--- src/assert_macros.svh ---
// assertion helpers used by the core rtl file
`ifndef ASSERT_MACROS_SVH
`define ASSERT_MACROS_SVH

// condition must hold at every clock outside reset
`define ITW_ASSERT(lbl, cond, msg) \
  lbl: assert property (@(posedge clk) disable iff (!rst_n) (cond)) else $error(msg);

// same-cycle implication
`define ITW_ASSERT_IMP(lbl, ante, cons, msg) \
  lbl: assert property (@(posedge clk) disable iff (!rst_n) (ante) |-> (cons)) \
    else $error(msg);

// next-cycle implication
`define ITW_ASSERT_NXT(lbl, ante, cons, msg) \
  lbl: assert property (@(posedge clk) disable iff (!rst_n) (ante) |=> (cons)) \
    else $error(msg);

`endif

--- src/itw_pkg.sv ---
package itw_pkg;

  localparam int WHEEL_DEPTH_DEF = 16;
  localparam int MAX_CONNS_DEF   = 16;

  localparam int CFG_W = 5;
  localparam int ID_W  = 4;
  localparam int ID_SPAN = 1 << ID_W;

  localparam logic [CFG_W-1:0] IDLE_TICKS_RST = 5'd10;

  localparam logic [1:0] FN_TICK       = 2'd0;
  localparam logic [1:0] FN_CONNECT    = 2'd1;
  localparam logic [1:0] FN_MESSAGE    = 2'd2;
  localparam logic [1:0] FN_DISCONNECT = 2'd3;

  // broadcast to every slot cell
  typedef struct packed {
    logic tick;
    logic connect;
    logic message;
    logic disconnect;
    logic clear;
    logic shift;
  } itw_ctl_t;

endpackage

--- src/itw_cell.sv ---
module itw_cell
  import itw_pkg::*;
#(
  parameter int WHEEL_DEPTH = WHEEL_DEPTH_DEF
) (
  input  logic                           clk,
  input  logic                           rst_n,
  input  itw_ctl_t                       ctl,
  input  logic                           sel,
  input  logic [$clog2(WHEEL_DEPTH)-1:0] ob_idx,
  input  logic [$clog2(WHEEL_DEPTH)-1:0] nb_idx,
  input  logic                           pend_in,
  output logic                           pend_out
);

  localparam int CNW = $clog2(WHEEL_DEPTH + 1);

  // one bit per bucket: this slot's entry sits in that bucket
  logic [WHEEL_DEPTH-1:0] mem_r, mem_nxt;
  logic [CNW-1:0]         cnt_r, cnt_nxt;
  logic                   conn_r, conn_nxt;
  logic                   pend_r, pend_nxt;

  always_comb begin
    mem_nxt  = mem_r;
    cnt_nxt  = cnt_r;
    conn_nxt = conn_r;
    pend_nxt = pend_r;
    if (ctl.clear) begin
      mem_nxt = '0;
      cnt_nxt = '0;
    end else if (ctl.tick) begin
      mem_nxt[ob_idx] = 1'b0;
      pend_nxt = 1'b0;
      if (mem_r[ob_idx] && (cnt_r != '0)) begin
        cnt_nxt  = cnt_r - CNW'(1);
        pend_nxt = (cnt_r == CNW'(1)) && conn_r;
      end
    end else if (ctl.shift) begin
      pend_nxt = pend_in;
    end else if (sel && ctl.connect) begin
      if (cnt_r == '0) begin
        mem_nxt[nb_idx] = 1'b1;
        cnt_nxt  = CNW'(1);
        conn_nxt = 1'b1;
      end
    end else if (sel && ctl.message) begin
      if ((cnt_r != '0) && !mem_r[nb_idx]) begin
        mem_nxt[nb_idx] = 1'b1;
        cnt_nxt = cnt_r + CNW'(1);
      end
    end else if (sel && ctl.disconnect) begin
      conn_nxt = 1'b0;
    end
  end

  always_ff @(posedge clk) begin
    if (!rst_n) begin
      mem_r  <= '0;
      cnt_r  <= '0;
      conn_r <= 1'b0;
      pend_r <= 1'b0;
    end else begin
      mem_r  <= mem_nxt;
      cnt_r  <= cnt_nxt;
      conn_r <= conn_nxt;
      pend_r <= pend_nxt;
    end
  end

  assign pend_out = pend_r;

endmodule

--- src/idle_timeout_timing_wheel_core.sv ---
// idle connection timeout timing wheel
// input channel (in_valid/in_stall) takes events: tick, connect, message,
// disconnect, each naming a connection slot in in_conn_id (ignored for tick).
// connect, message and disconnect give no result.
// a tick ages the oldest bucket in every slot cell at once, then a pending
// chain shifts one slot per cycle toward cell 0; each expired, still
// connected slot gives a result with out_shutdown_req set, in ascending
// slot order, and a final marker with out_last set closes the tick.
// after a tick in_stall stays high through the walk, including any output
// stall, until the marker is issued; only then is the next event taken.
// each result is registered: the tick sets the pending flags and starts the
// walk, and the walk then loads the output registers slot by slot.
// a stalled output holds its result and freezes the walk on the next
// shutdown; slots with nothing to report still advance.
// cfg_we writes idle_ticks (0 acts as 1, above WHEEL_DEPTH clamps) and
// empties the wheel without results; connected flags stay.
// reset empties the wheel, clears the connected and pending flags, and sets idle_ticks to 10.
`include "assert_macros.svh"

module idle_timeout_timing_wheel_core
  import itw_pkg::*;
#(
  parameter int WHEEL_DEPTH = WHEEL_DEPTH_DEF,
  parameter int MAX_CONNS   = MAX_CONNS_DEF
) (
  input  logic             clk,
  input  logic             rst_n,
  input  logic             cfg_we,
  input  logic [CFG_W-1:0] cfg_wdata,
  input  logic             in_valid,
  output logic             in_stall,
  input  logic [1:0]       in_func,
  input  logic [ID_W-1:0]  in_conn_id,
  output logic             out_valid,
  input  logic             out_stall,
  output logic [ID_W-1:0]  out_slot_id,
  output logic             out_shutdown_req,
  output logic             out_last
);

  localparam int BW = $clog2(WHEEL_DEPTH);
  localparam int NW = $clog2(WHEEL_DEPTH + 1);
  localparam int XW = (NW > CFG_W) ? NW : CFG_W;
  localparam int SW = $clog2(MAX_CONNS + 1);

  localparam logic ST_IDLE = 1'b0;
  localparam logic ST_SCAN = 1'b1;

  function automatic logic [NW-1:0] wheel_size(input logic [CFG_W-1:0] v);
    logic [XW-1:0] ve;
    ve = XW'(v);
    if (v == '0) begin
      return NW'(1);
    end else if (ve > XW'(WHEEL_DEPTH)) begin
      return NW'(WHEEL_DEPTH);
    end else begin
      return NW'(ve);
    end
  endfunction

  logic              state_r, state_nxt;
  logic [SW-1:0]     scan_cnt_r, scan_cnt_nxt;
  logic [NW-1:0]     wsize_r, wsize_nxt;
  logic [BW-1:0]     oldest_r, oldest_nxt;
  logic [BW-1:0]     newest;
  logic [BW-1:0]     oldest_inc;
  logic              out_valid_r, out_valid_nxt;
  logic [ID_W-1:0]   out_slot_r, out_slot_nxt;
  logic              out_req_r, out_req_nxt;
  logic              out_last_r, out_last_nxt;
  logic              acc;
  logic              out_free;
  logic              head_pend;
  itw_ctl_t          ctl;
  logic [MAX_CONNS-1:0] sel;
  logic [MAX_CONNS:0]   pend_chain;

  assign in_stall = (state_r == ST_SCAN);
  assign acc      = in_valid && !in_stall;
  assign out_free = !out_valid_r || !out_stall;
  assign head_pend = pend_chain[0];

  assign newest     = (oldest_r == '0) ? BW'(wsize_r - NW'(1)) : oldest_r - BW'(1);
  assign oldest_inc = ((NW'(oldest_r) + NW'(1)) == wsize_r) ? '0 : oldest_r + BW'(1);

  always_comb begin
    ctl            = '0;
    ctl.tick       = acc && (in_func == FN_TICK);
    ctl.connect    = acc && (in_func == FN_CONNECT);
    ctl.message    = acc && (in_func == FN_MESSAGE);
    ctl.disconnect = acc && (in_func == FN_DISCONNECT);
    ctl.clear      = cfg_we;
    state_nxt      = state_r;
    scan_cnt_nxt   = scan_cnt_r;
    wsize_nxt      = cfg_we ? wheel_size(cfg_wdata) : wsize_r;
    oldest_nxt     = oldest_r;
    out_valid_nxt  = out_valid_r && out_stall;
    out_slot_nxt   = out_slot_r;
    out_req_nxt    = out_req_r;
    out_last_nxt   = out_last_r;
    if (cfg_we) begin
      oldest_nxt = '0;
    end else if (ctl.tick) begin
      oldest_nxt = oldest_inc;
    end
    case (state_r)
      ST_IDLE: begin
        if (ctl.tick) begin
          state_nxt    = ST_SCAN;
          scan_cnt_nxt = '0;
        end
      end
      ST_SCAN: begin
        if (scan_cnt_r == SW'(MAX_CONNS)) begin
          // tick-end marker
          if (out_free) begin
            out_valid_nxt = 1'b1;
            out_slot_nxt  = '0;
            out_req_nxt   = 1'b0;
            out_last_nxt  = 1'b1;
            state_nxt     = ST_IDLE;
          end
        end else if (!head_pend || out_free) begin
          ctl.shift    = 1'b1;
          scan_cnt_nxt = scan_cnt_r + SW'(1);
          if (head_pend) begin
            out_valid_nxt = 1'b1;
            out_slot_nxt  = ID_W'(scan_cnt_r);
            out_req_nxt   = 1'b1;
            out_last_nxt  = 1'b0;
          end
        end
      end
      default: begin
        state_nxt = ST_IDLE;
      end
    endcase
  end

  always_ff @(posedge clk) begin
    if (!rst_n) begin
      state_r     <= ST_IDLE;
      scan_cnt_r  <= '0;
      wsize_r     <= wheel_size(IDLE_TICKS_RST);
      oldest_r    <= '0;
      out_valid_r <= 1'b0;
    end else begin
      state_r     <= state_nxt;
      scan_cnt_r  <= scan_cnt_nxt;
      wsize_r     <= wsize_nxt;
      oldest_r    <= oldest_nxt;
      out_valid_r <= out_valid_nxt;
    end
  end

  always_ff @(posedge clk) begin
    out_slot_r <= out_slot_nxt;
    out_req_r  <= out_req_nxt;
    out_last_r <= out_last_nxt;
  end

  assign pend_chain[MAX_CONNS] = 1'b0;

  for (genvar s = 0; s < MAX_CONNS; s++) begin : g_cell
    if (s < ID_SPAN) begin : g_sel
      assign sel[s] = (in_conn_id == ID_W'(s));
    end else begin : g_nosel
      assign sel[s] = 1'b0;
    end

    itw_cell #(
      .WHEEL_DEPTH(WHEEL_DEPTH)
    ) u_cell (
      .clk      (clk),
      .rst_n    (rst_n),
      .ctl      (ctl),
      .sel      (sel[s]),
      .ob_idx   (oldest_r),
      .nb_idx   (newest),
      .pend_in  (pend_chain[s+1]),
      .pend_out (pend_chain[s])
    );
  end

  assign out_valid        = out_valid_r;
  assign out_slot_id      = out_slot_r;
  assign out_shutdown_req = out_req_r;
  assign out_last         = out_last_r;

  `ITW_ASSERT_IMP(a_one_kind, out_valid_r, out_req_r != out_last_r, "result is neither shutdown nor marker")
  `ITW_ASSERT_IMP(a_marker_zero, out_valid_r && out_last_r, out_slot_r == '0, "marker carries a slot")
  `ITW_ASSERT_NXT(a_tick_scans, ctl.tick, state_r == ST_SCAN, "tick did not start the walk")
  `ITW_ASSERT_IMP(a_scan_bound, state_r == ST_SCAN, scan_cnt_r <= SW'(MAX_CONNS), "walk ran past last slot")
  `ITW_ASSERT(a_oldest_range, NW'(oldest_r) < wsize_r, "oldest bucket outside wheel")

endmodule
--- config.mk ---
export PLATFORM = sky130hd
export DESIGN_NAME = idle_timeout_timing_wheel_core
export DESIGN_NICKNAME = d
export VERILOG_FILES = /design/src/itw_pkg.sv /design/src/itw_cell.sv /design/src/idle_timeout_timing_wheel_core.sv
export VERILOG_INCLUDE_DIRS = /design/src /design/src/src
export SDC_FILE = /design/constraint.sdc
export NUM_CORES = 1
export LEC_CHECK = 0
export ABC_CLOCK_PERIOD_IN_PS = 6000
export BUFFER_PORTS_ARGS = -buffer_cell sky130_fd_sc_hd__buf_2
export CORE_UTILIZATION = 55
export CTS_CLUSTER_SIZE = 24
export DETAILED_ROUTE_END_ITERATION = 8
export MAX_ROUTING_LAYER = met4
export PLACE_DENSITY_LB_ADDON = 0.3
export SLEW_MARGIN = 40
export SYNTH_ARGS = -nofsm -noshare
export SYNTH_HDL_FRONTEND = slang
export SYNTH_SLANG_ARGS = --single-unit
--- constraint.sdc ---
create_clock -name clk -period 6 [get_ports clk]
set_clock_uncertainty 0.05 [all_clocks]
set_input_delay 1.2 -clock clk [delete_from_list [all_inputs] [get_ports clk]]
set_output_delay 1.2 -clock clk [all_outputs]
set_load 0.02 [all_outputs]
**Yosys cells after proc, flatten, opt, wreduce, memory -nomap -nowiden**

Cells that the tools add are included.

- Register bits: 390
- Bits of input ports: 16
- Output and inout port bits: 8
- Word-level logic and storage cells: 942

- $add $sub $neg: 37
- Order comparisons: 5
- Eq/ne operators: 105
- Multiplexer cells: 420
- Bitwise logic cells: 38
- Reductions and logical operators: 265

Operators with widths:

| operator | count |
|---|---|
| $mux 16 | 96 |
| $mux 5 | 117 |
| $and 16x16->16 | 16 |
| $or 16x16->16 | 16 |
| $mux 1 | 165 |
| $bmux 1 s4 | 32 |
| $logic_and 1x1->1 | 104 |
| $reduce_and 6->1 | 16 |
| $reduce_bool 3->1 | 32 |
| $add 5x1->5 const B | 17 |
| $logic_not 5->1 | 17 |
| $eq 5x1->1 const B | 16 |
| $reduce_and 5->1 | 16 |
| $reduce_bool 5->1 | 16 |
| $sub 5x1->5 const B | 16 |
| $ne 2x1->1 const B | 34 |
| $reduce_and 4->1 | 17 |
| $ne 3x3->1 const B | 16 |
| $ne 2x2->1 const B | 19 |
| $reduce_bool 2->1 | 19 |
| $eq 4x4->1 const B | 8 |
| $mux 4 | 6 |
| $logic_not 1->1 | 20 |
| $eq 4x3->1 const B | 4 |
| 23 further kinds | 35 |

**Depth between registers and ports, before layout**

Gate-level depths: netlist of the first run.

- Depth after elaboration: 12
- Depth in mapped cells: 25
- Depth with buffers taken out: 13

**Hierarchy**

Synthesis of the first run repeated with hierarchy kept, for this count alone.

- Cells, all modules: 3,286
- Area total of the unflattened synthesis: 28,163.3 um^2

Modules (own cells, without submodules):

| module | instances | cells an instance | area each (um^2) | sequential area each (um^2) |
|---|---|---|---|---|
| itw_cell at g_cell[0].u_cell ... | 8 | 187 | 1,710.4 | 460.4 |
| itw_cell at g_cell[3].u_cell ... | 6 | 202 | 1,639.1 | 460.4 |
| itw_cell at g_cell[9].u_cell | 1 | 216 | 1,664.1 | 460.4 |
| itw_cell at g_cell[2].u_cell | 1 | 198 | 1,625.3 | 460.4 |
| idle_timeout_timing_wheel_core | 1 | 164 | 1,356.3 | 500.5 |

**Least setup slack after synthesis of the first run**

No wires, ideal clock.

- Kind: flip-flop to flip-flop
- Start: register oldest_r[1]
- End: register g_cell[7].u_cell.cnt_r[1]
- Setup time: 116 ps
- Arrival: 5,324 ps
- Data required time: 5,834 ps
- Setup slack: 510 ps
- Stages on the path, launching flop included: 23
- Buffers on the path: 10
- Clock period less this slack: 5,490 ps
- Cell sequence: dfxtp_1 -> buf_4 -> buf_2 -> buf_2 -> buf_2 -> inv_1 -> clkbuf_1 -> ha_1 -> nor3b_2 -> buf_6 -> buf_2 -> buf_2 -> mux2i_1 -> inv_1 -> ha_1 -> buf_2 -> inv_2 -> mux4_2 -> a2111o_1 -> o31a_1 -> buf_2 -> a2111o_1 -> o211a_1

- Word-level cells in the longest chain between the ends: 8
- Elaborated cells between the ends (all ways): 13

RTL lines:

| item | line | RTL |
|---|---|---|
| from (decl) | idle_timeout_timing_wheel_core.sv:64 | `logic [BW-1:0] oldest_r, oldest_nxt;` |
| from (signal assigned) | idle_timeout_timing_wheel_core.sv:151 | `oldest_r <= oldest_nxt;` |
| $sub 4x1->4 / $logic_not 4->1 (equally long branches) | idle_timeout_timing_wheel_core.sv:83 | `assign newest = (oldest_r == '0) ? BW'(wsize_r - NW'(1)) : oldest_r - BW'(1);` |
| $mux 4 | idle_timeout_timing_wheel_core.sv:83 |  |
| $bmux 1 s4 | itw_cell.sv:48 | `if ((cnt_r != '0) && !mem_r[nb_idx]) begin` |
| $mux 1 (implied by the code) | itw_cell.sv:48 |  |
| $logic_not 1->1 | itw_cell.sv:48 |  |
| $logic_and 1x1->1 | itw_cell.sv:48 |  |
| $reduce_bool 3->1 (no source line) | n/a |  |
| $reduce_and 5->1 (no source line) * | n/a |  |
| to (signal assigned) | itw_cell.sv:65 | `cnt_r <= cnt_nxt;` |
| to (decl) | itw_cell.sv:20 | `logic [CNW-1:0] cnt_r, cnt_nxt;` |

Every way passes the cells marked *; elsewhere a longest branch is shown, timed or not. The select of a mux whose other input is x is not followed.
A chain may end at the register's enable or synchronous reset.

**Final worst setup path of the first run**

- Start: register oldest_r[1]
- End: register g_cell[12].u_cell.cnt_r[2]

- Word-level cells in the longest chain between the ends: 8
- Elaborated cells between the ends (all ways): 13

RTL lines:

| item | line |
|---|---|
| $sub 4x1->4 / $logic_not 4->1 (equally long branches) | idle_timeout_timing_wheel_core.sv:83 |
| $mux 4 | idle_timeout_timing_wheel_core.sv:83 |
| $bmux 1 s4 | itw_cell.sv:48 |
| $mux 1 (implied by the code) | itw_cell.sv:48 |
| $logic_not 1->1 | itw_cell.sv:48 |
| $logic_and 1x1->1 | itw_cell.sv:48 |
| $reduce_bool 3->1 (no source line) | n/a |
| $reduce_and 5->1 (no source line) * | n/a |
| to (signal assigned) | itw_cell.sv:65 |
| to (decl) | itw_cell.sv:20 |

Marks and branches as above.

==> results of run 1 <==
## routing by layer
| metal | up-vias | part of all wire [%] | global-route usage [%] |
|---|---|---|---|
| met5 | - | 0 | - |
| met4 | 0 | 4.5 | 15.5 |
| met3 | 296 | 13 | 9.21 |
| met2 | 1544 | 43 | 54.3 |
| met1 | 10700 | 40 | 49.0 |
| li1 | 9726 | - | - |
## worst reg2reg max path: cells and delay by family, from the launching register on
kind | cells | cell delay [ns]
AOI/OAI and AO/OA | 4 | 1.64
adders and majority gates | 2 | 0.84
buffers and inverters | 4 | 1.08
DFF | 1 | 0.32
muxes | 2 | 0.77
and+or+nand+nor | 1 | 0.47
## worst paths after layout
kind                                                               from                                 endpoint  depth (start not counted)  slack (ns)
worst min-delay path            g_cell[15].u_cell.mem_r[9]$_SDFFE_PP0P_  g_cell[15].u_cell.mem_r[9]$_SDFFE_PP0P_                          2        0.42
worst min register to register  g_cell[15].u_cell.mem_r[9]$_SDFFE_PP0P_  g_cell[15].u_cell.mem_r[9]$_SDFFE_PP0P_                          2        0.42
worst max register to register                 oldest_r[1]$_SDFFE_PP0P_  g_cell[12].u_cell.cnt_r[2]$_SDFFE_PP0P_                         13        0.74
worst max-delay path                           oldest_r[1]$_SDFFE_PP0P_  g_cell[12].u_cell.cnt_r[2]$_SDFFE_PP0P_                         13        0.74
## per-stage QoR
stage	area, um^2	setup WS [ns]	hold slack [ns]
final	25300	0.744	0.424
after global routing	25300	0.538	0.443
after CTS	25300	0.931	0.421
after detailed placement	23900	0.974	0.412
after global placement	23800	1.14	0.395
after floorplan	23400	0.510	0.386
## cell usage after synthesis, drive strengths merged (10+ instances only)
| master | instances | share of area, % |
|---|---|---|
| inv | 59 | 0.98 |
| o211a | 24 | 1.0 |
| mux4 | 98 | 9.4 |
| o21ai | 117 | 2.6 |
| o221a | 24 | 1.2 |
| a21o | 21 | 0.68 |
| a32oi | 21 | 0.79 |
| o2111ai | 20 | 0.75 |
| o311ai | 15 | 0.56 |
| a221oi | 35 | 1.4 |
| a31o | 10 | 0.37 |
| buf | 84 | 1.9 |
| a22o | 198 | 7.4 |
| clkbuf | 148 | 2.4 |
| o211ai | 20 | 0.64 |
| or3 | 10 | 0.27 |
| o221ai | 19 | 0.74 |
| mux2 | 23 | 1.1 |
| a21oi | 174 | 3.7 |
| ha | 71 | 3.8 |
| nand4 | 25 | 0.67 |
| and3 | 11 | 0.32 |
| a211oi | 37 | 1.2 |
| o31a | 17 | 0.64 |
| nor2 | 185 | 3.1 |
| a31oi | 38 | 1.2 |
| mux2i | 48 | 2.2 |
| nand3 | 83 | 1.8 |
| and2 | 24 | 0.64 |
| o31ai | 11 | 0.35 |
| nor3 | 57 | 1.2 |
| nand2 | 250 | 4.0 |
| a311oi | 10 | 0.43 |
| nor4 | 10 | 0.27 |
| a22oi | 30 | 1.0 |
| dfxtp | 384 | 33 |
## sequential cells by signal, summed over array words and instances, names as in the netlist, 4 cells and up
name,count
scan_cnt_r,5
g_cell.u_cell.conn_r,16
out_slot_id,4
g_cell.u_cell.pend_out,16
g_cell.u_cell.cnt_r,80
wsize_r,5
oldest_r,4
g_cell.u_cell.mem_r,256
## cells by family (layout without fill, tap and decap cells)
| family | after synthesis | in the layout |
|---|---|---|
| muxes | 169 | 169 |
| and+or+nand+nor | 735 | 735 |
| AOI/OAI and AO/OA | 899 | 899 |
| xor gates and xnor gates | 8 | 8 |
| adders and majority gates | 71 | 71 |
| buffers and inverters | 293 | 227 |
| DFF | 390 | 390 |
## layout make-up
| class | count | area [um^2] |
|---|---|---|
| Fill cell | 3511 | 16600 |
| Multi-Input combinational cell | 1882 | 14400 |
| Sequential cell | 390 | 7880 |
| Clock buffer | 59 | 1210 |
| Tap cell | 539 | 674 |
| Timing Repair Buffer | 89 | 647 |
| Clock inverter | 18 | 248 |
| Inverter | 61 | 236 |
## power groups by stage
stage / clock, uW / combinational, uW / sequential, uW
floorplan: 0 / 374 / 2680
global placement: 0 / 541 / 2690
detailed placement: 0 / 555 / 2690
CTS: 2790 / 559 / 2630
global route: 2890 / 607 / 2630
finish: 2780 / 585 / 2630
==> results.py, run 1 <==
metrics = {
    "outcome": {
        "status": "completed",
    },
    "sta": {
        "fmax_ghz": 0.190,
        "rsz0062_at_grt": "no",
        "layout_worst_path_cycle_share_pct": 87.6,
        "maxSlewViolCount": 0,
        "finalSetupViolCount": 0,
        "worstMarginPinSlew_ns": 0.994,
        "setup-tns-final_ns": 0,
        "finalWorstPathRequiredPeriod_ns": 5.26,
        "finalHoldViolations": 0,
        "max_slew_margin_pct": 33.7,
    },
    "clock_network": {
        "h-tree-depth": 2,
        "root_buffer": "clkbuf_16",
        "path_clk_slew_ns": 0.06,
        "cts_resized": 0,
        "clk_latency_ns": 0.59,
        "numCtsBuffers": 43,
        "cts_tree": "done",
        "cts_hold_buffers": 0,
        "postCtsSetupBuffers": 0,
        "cts_sinks": 390,
        "ctsLongestPathBuffers": 3,
    },
    "final_layout": {
        "nets": 2554,
        "antennaDiodeCount": 0,
        "final_common_cell": "dfxtp_1",
        "utilization_pct": 60.4,
        "drive_gt1_share_pct": 15.7,
        "instances_no_fill": 3038,
        "area_delta_synth_final_pct": 8.27,
        "final_cell_mix": "dfxtp_1 (381), nand2_1 (249), a22o_1 (198)",
    },
    "drt": {
        "first_pass_iters": 6,
        "initialDrtViolationCount": 2909,
        "drc_errors": 0,
        "via_per_inst": 7.34,
        "routed_wl_um": 79900,
        "antenna_left": 0,
        "vias": 22300,
        "avgRoutedWirePerCell_um": 26.3,
    },
    "pwr": {
        "power_leakage_uw": 0.00868,
        "swShare_pct": 26.6,
        "p_per_area_nw_per_um2": 237,
        "clkPwrFrac_pct": 46.4,
        "vdd_drop_max_v": 0.000218,
        "pwr-share-seq_pct": 43.9,
        "p_total_uw": 5990,
        "switching_power_uw": 1590,
        "combPwrFrac_pct": 9.8,
        "power.internal_uw": 4400,
    },
    "worst_setup_path": {
        "crit_slowest_cell": "buf_4",
        "arrival_ns": 5.69,
        "path_class": "flip-flop to flip-flop",
        "end_kind": "flip-flop",
        "cp_max_fo": 53,
        "worst_path_dominant_cell_family": "compound AO/OA/AOI/OAI gates",
        "cp-start-kind": "flip-flop",
        "slowest_delay_ns": 0.67,
        "cp_cell_sequence": "inv_1 -> buf_4 -> ha_1 -> nor3b_4 -> mux2i_1 -> inv_1 -> ha_2 -> buf_4 -> mux4_2 -> a222oi_1 -> a21o_2 -> a41oi_1 -> a311oi_2",
        "critPathBufInv": 4,
        "worstPathRequired_ns": 6.44,
    },
    "global_route": {
        "grt_pass1_wl_um": 123000,
        "grt-ovfl-total": 0,
        "grt_pass1_vias": 21000,
        "grt_antenna_before_repair": 0,
        "gr-usage-all-layers_pct": 37.2,
        "grt_max_degree": 96,
    },
    "logic_synthesis": {
        "synth_mux_area_share_pct": 12.8,
        "synth_edf_count": 6,
        "avgSynthCellArea_um2": 9.12,
        "syn_inst": 2565,
        "synth_cell_types": 105,
        "syn-num-nets": 2652,
        "synth-simple-area-share_pct": 15.2,
        "yosys_warnings": 0,
        "synth_area_um2": 23400,
        "synthXorXnorAreaFrac_pct": 0.299,
        "synth_top_family_by_area": "compound AO/OA/AOI/OAI gates",
        "synthFlopType": "dfxtp_1",
        "synthArstFlopShare_pct": 0,
        "synth_fa_ha_area_share_pct": 3.80,
        "ys_seq_area_share_pct": 33.6,
        "yosys_register_bits": 390,
        "synth-compound-area-share_pct": 28.9,
    },
    "place": {
        "dp.final_hpwl_um": 53000,
        "place_congestion": 0.978,
        "dp.cells": 2961,
        "portBuffers": 23,
    },
    "floorplanning": {
        "io_pins": 24,
        "dieHeight_um": 208,
        "rows": 75,
        "dieArea_um2": 43400,
        "die_width_um": 208,
        "core-area_um2": 41900,
        "start_util_pct": 55.8,
    },
    "job": {
        "cap_violations": 0,
    },
    "worst_hold_path": {
        "hold_class": "flip-flop to flip-flop",
    },
}
Note: power is estimated with default switching activity, not from simulation.
==> run 2: changes to the inputs <==
Settings changed: CORE_ASPECT_RATIO set to 0.8, MAX_ROUTING_LAYER met4 to not set.
==> results.py, run 2 (synthesis gave the netlist of run 1 again) <==
metrics = {
    "global_route": {
        "grt_pass1_vias": 21400,
        "gr-usage-all-layers_pct": 36.8,
        "grt_pass1_wl_um": 125000,
        "grt_antenna_before_repair": 0,
        "grt-ovfl-total": 0,
        "grt_max_degree": 109,
    },
    "clock_network": {
        "postCtsSetupBuffers": 0,
        "h-tree-depth": 2,
        "ctsLongestPathBuffers": 3,
        "cts_sinks": 390,
        "cts_resized": 0,
        "clk_latency_ns": 0.57,
        "cts_hold_buffers": 0,
        "root_buffer": "clkbuf_16",
        "path_clk_slew_ns": 0.07,
        "numCtsBuffers": 41,
        "cts_tree": "done",
    },
    "sta": {
        "setup-tns-final_ns": 0,
        "hold_ws_ns": 0.420,
        "fmax_ghz": 0.186,
        "maxSlewViolCount": 0,
        "finalSetupViolCount": 0,
        "rsz0062_at_grt": "no",
        "finalHoldViolations": 0,
        "worstMarginPinSlew_ns": 0.938,
        "layout_worst_path_cycle_share_pct": 89.8,
        "max_slew_margin_pct": 37.3,
        "finalWorstPathRequiredPeriod_ns": 5.39,
    },
    "worst_hold_path": {
        "hold_class": "flip-flop to flip-flop",
        "hp-start": "g_cell[15].u_cell.mem_r[10]$_SDFFE_PP0P_",
    },
    "job": {
        "cap_violations": 0,
    },
    "drt": {
        "vias": 22400,
        "drc_errors": 0,
        "first_pass_iters": 6,
        "routed_wl_um": 81000,
        "antenna_left": 0,
        "via_per_inst": 7.37,
        "initialDrtViolationCount": 3315,
        "avgRoutedWirePerCell_um": 26.7,
    },
    "worst_setup_path": {
        "cp_cell_sequence": "inv_1 -> buf_4 -> ha_1 -> nor3b_4 -> mux2i_1 -> inv_1 -> ha_2 -> buf_4 -> buf_4 -> mux4_2 -> a221oi_1 -> a21oi_2 -> nor2_4 -> a22o_1",
        "cp_max_fo": 31,
        "path_class": "flip-flop to flip-flop",
        "arrival_ns": 5.84,
        "end_kind": "flip-flop",
        "startpoint": "oldest_r[1]$_SDFFE_PP0P_",
        "worst_path_dominant_cell_family": "buffers and inverters",
        "crit_top_cell": "buf_4",
        "critPathBufInv": 5,
        "crit_slowest_cell": "ha_1",
        "reg2reg_from": "oldest_r[1]$_SDFFE_PP0P_",
        "slowest_delay_ns": 0.57,
        "cp-start-kind": "flip-flop",
        "worstPathRequired_ns": 6.45,
    },
    "floorplanning": {
        "rows": 67,
        "die_width_um": 233,
        "dieArea_um2": 43400,
        "core-area_um2": 41900,
        "dieHeight_um": 187,
        "io_pins": 24,
        "start_util_pct": 55.8,
    },
    "place": {
        "place_congestion": 0.933,
        "portBuffers": 23,
        "dp.final_hpwl_um": 53600,
        "dpl_cell_area_um2": 23900,
    },
    "final_layout": {
        "final_common_cell": "dfxtp_1",
        "nets": 2545,
        "finalInstanceArea_um2": 25200,
        "reg.largest.list": "g_cell.u_cell.mem_r: 256 flops, g_cell.u_cell.cnt_r: 80 flops",
        "final_cell_mix": "dfxtp_1 (381), nand2_1 (249), a22o_1 (198)",
        "area_delta_synth_final_pct": 7.88,
        "max_flop_register": "g_cell.u_cell.mem_r",
        "largest_reg_flops": 256,
        "drive_gt1_share_pct": 15.4,
        "fillCellCount": 3519,
        "antennaDiodeCount": 0,
    },
    "outcome": {
        "status": "completed",
    },
    "pwr": {
        "p_per_area_nw_per_um2": 232,
        "vdd_drop_max_v": 0.000254,
        "power_leakage_uw": 0.00860,
    },
}
-- run 2: cell types whose count changed in the layout (fill, tap and decap cells not counted), sizes merged --
cell	before	now
clkinv	14	7
buf	89	82
bufinv	5	4
inv	59	61
-- run 2: layout make-up --
type                       count  area [um^2]  share of cell area (%)
inverter                      61          236                   0.937
multi-input combinational   1882        14500                    57.4
clock inverter                12          170                   0.674
sequential                   390         7880                    31.2
clock buffer                  59         1160                    4.61
tap                          552          691                    2.74
timing repair buffer          82          609                    2.41
-- run 2: stage by stage --
| stage | std cells | utilization (%) | setup WS [ns] | total power [uW] |
|---|---|---|---|---|
| after floorplan | 2565 | - | 0.510 | 3050 |
| after global placement | 2964 | 56.7 | 1.06 | 3230 |
| after detailed placement | 2966 | 57.0 | 0.819 | 3240 |
| after CTS | 3037 | 60.1 | 0.807 | 5830 |
| after global routing | 3038 | 60.2 | 0.516 | 5990 |
| final | 3038 | 60.2 | 0.611 | 5870 |
-- run 2: layer usage --
layer | vias up | global-route usage, % | wire [um] | share of wire [%]
li1 | 9713 | - | - | -
met1 | 10800 | 50.0 | 31600 | 39
met2 | 1582 | 54.3 | 34300 | 42
met3 | 304 | 10.7 | 11400 | 14
met4 | 0 | 15.4 | 3690 | 4.6
met5 | - | 0 | 0 | 0
-- run 2: report_power, final --
part           leakage [uW]  switching (uW)  internal [uW]
combinational       0.00479             434            160
clock              0.000654            1120           1520
sequential          0.00316            19.0           2610
-- run 2: path summary, 6_finish.rpt --
| kind | cells after the start | to | slack [ns] |
|---|---|---|---|
| setup / recovery | 14 | g_cell[11].u_cell.mem_r[11]$_SDFFE_PP0P_ | 0.61 |
| hold / removal | 2 | g_cell[15].u_cell.mem_r[10]$_SDFFE_PP0P_ | 0.42 |
| setup reg to reg | 14 | g_cell[11].u_cell.mem_r[11]$_SDFFE_PP0P_ | 0.61 |
| hold reg to reg | 2 | g_cell[15].u_cell.mem_r[10]$_SDFFE_PP0P_ | 0.42 |
-- run 2: tightest hold or removal path, cell delays in order, from the launching register on --
cell and delay, ns:
dfxtp_1 0.32, nand2_1 0.05, a21oi_1 0.05
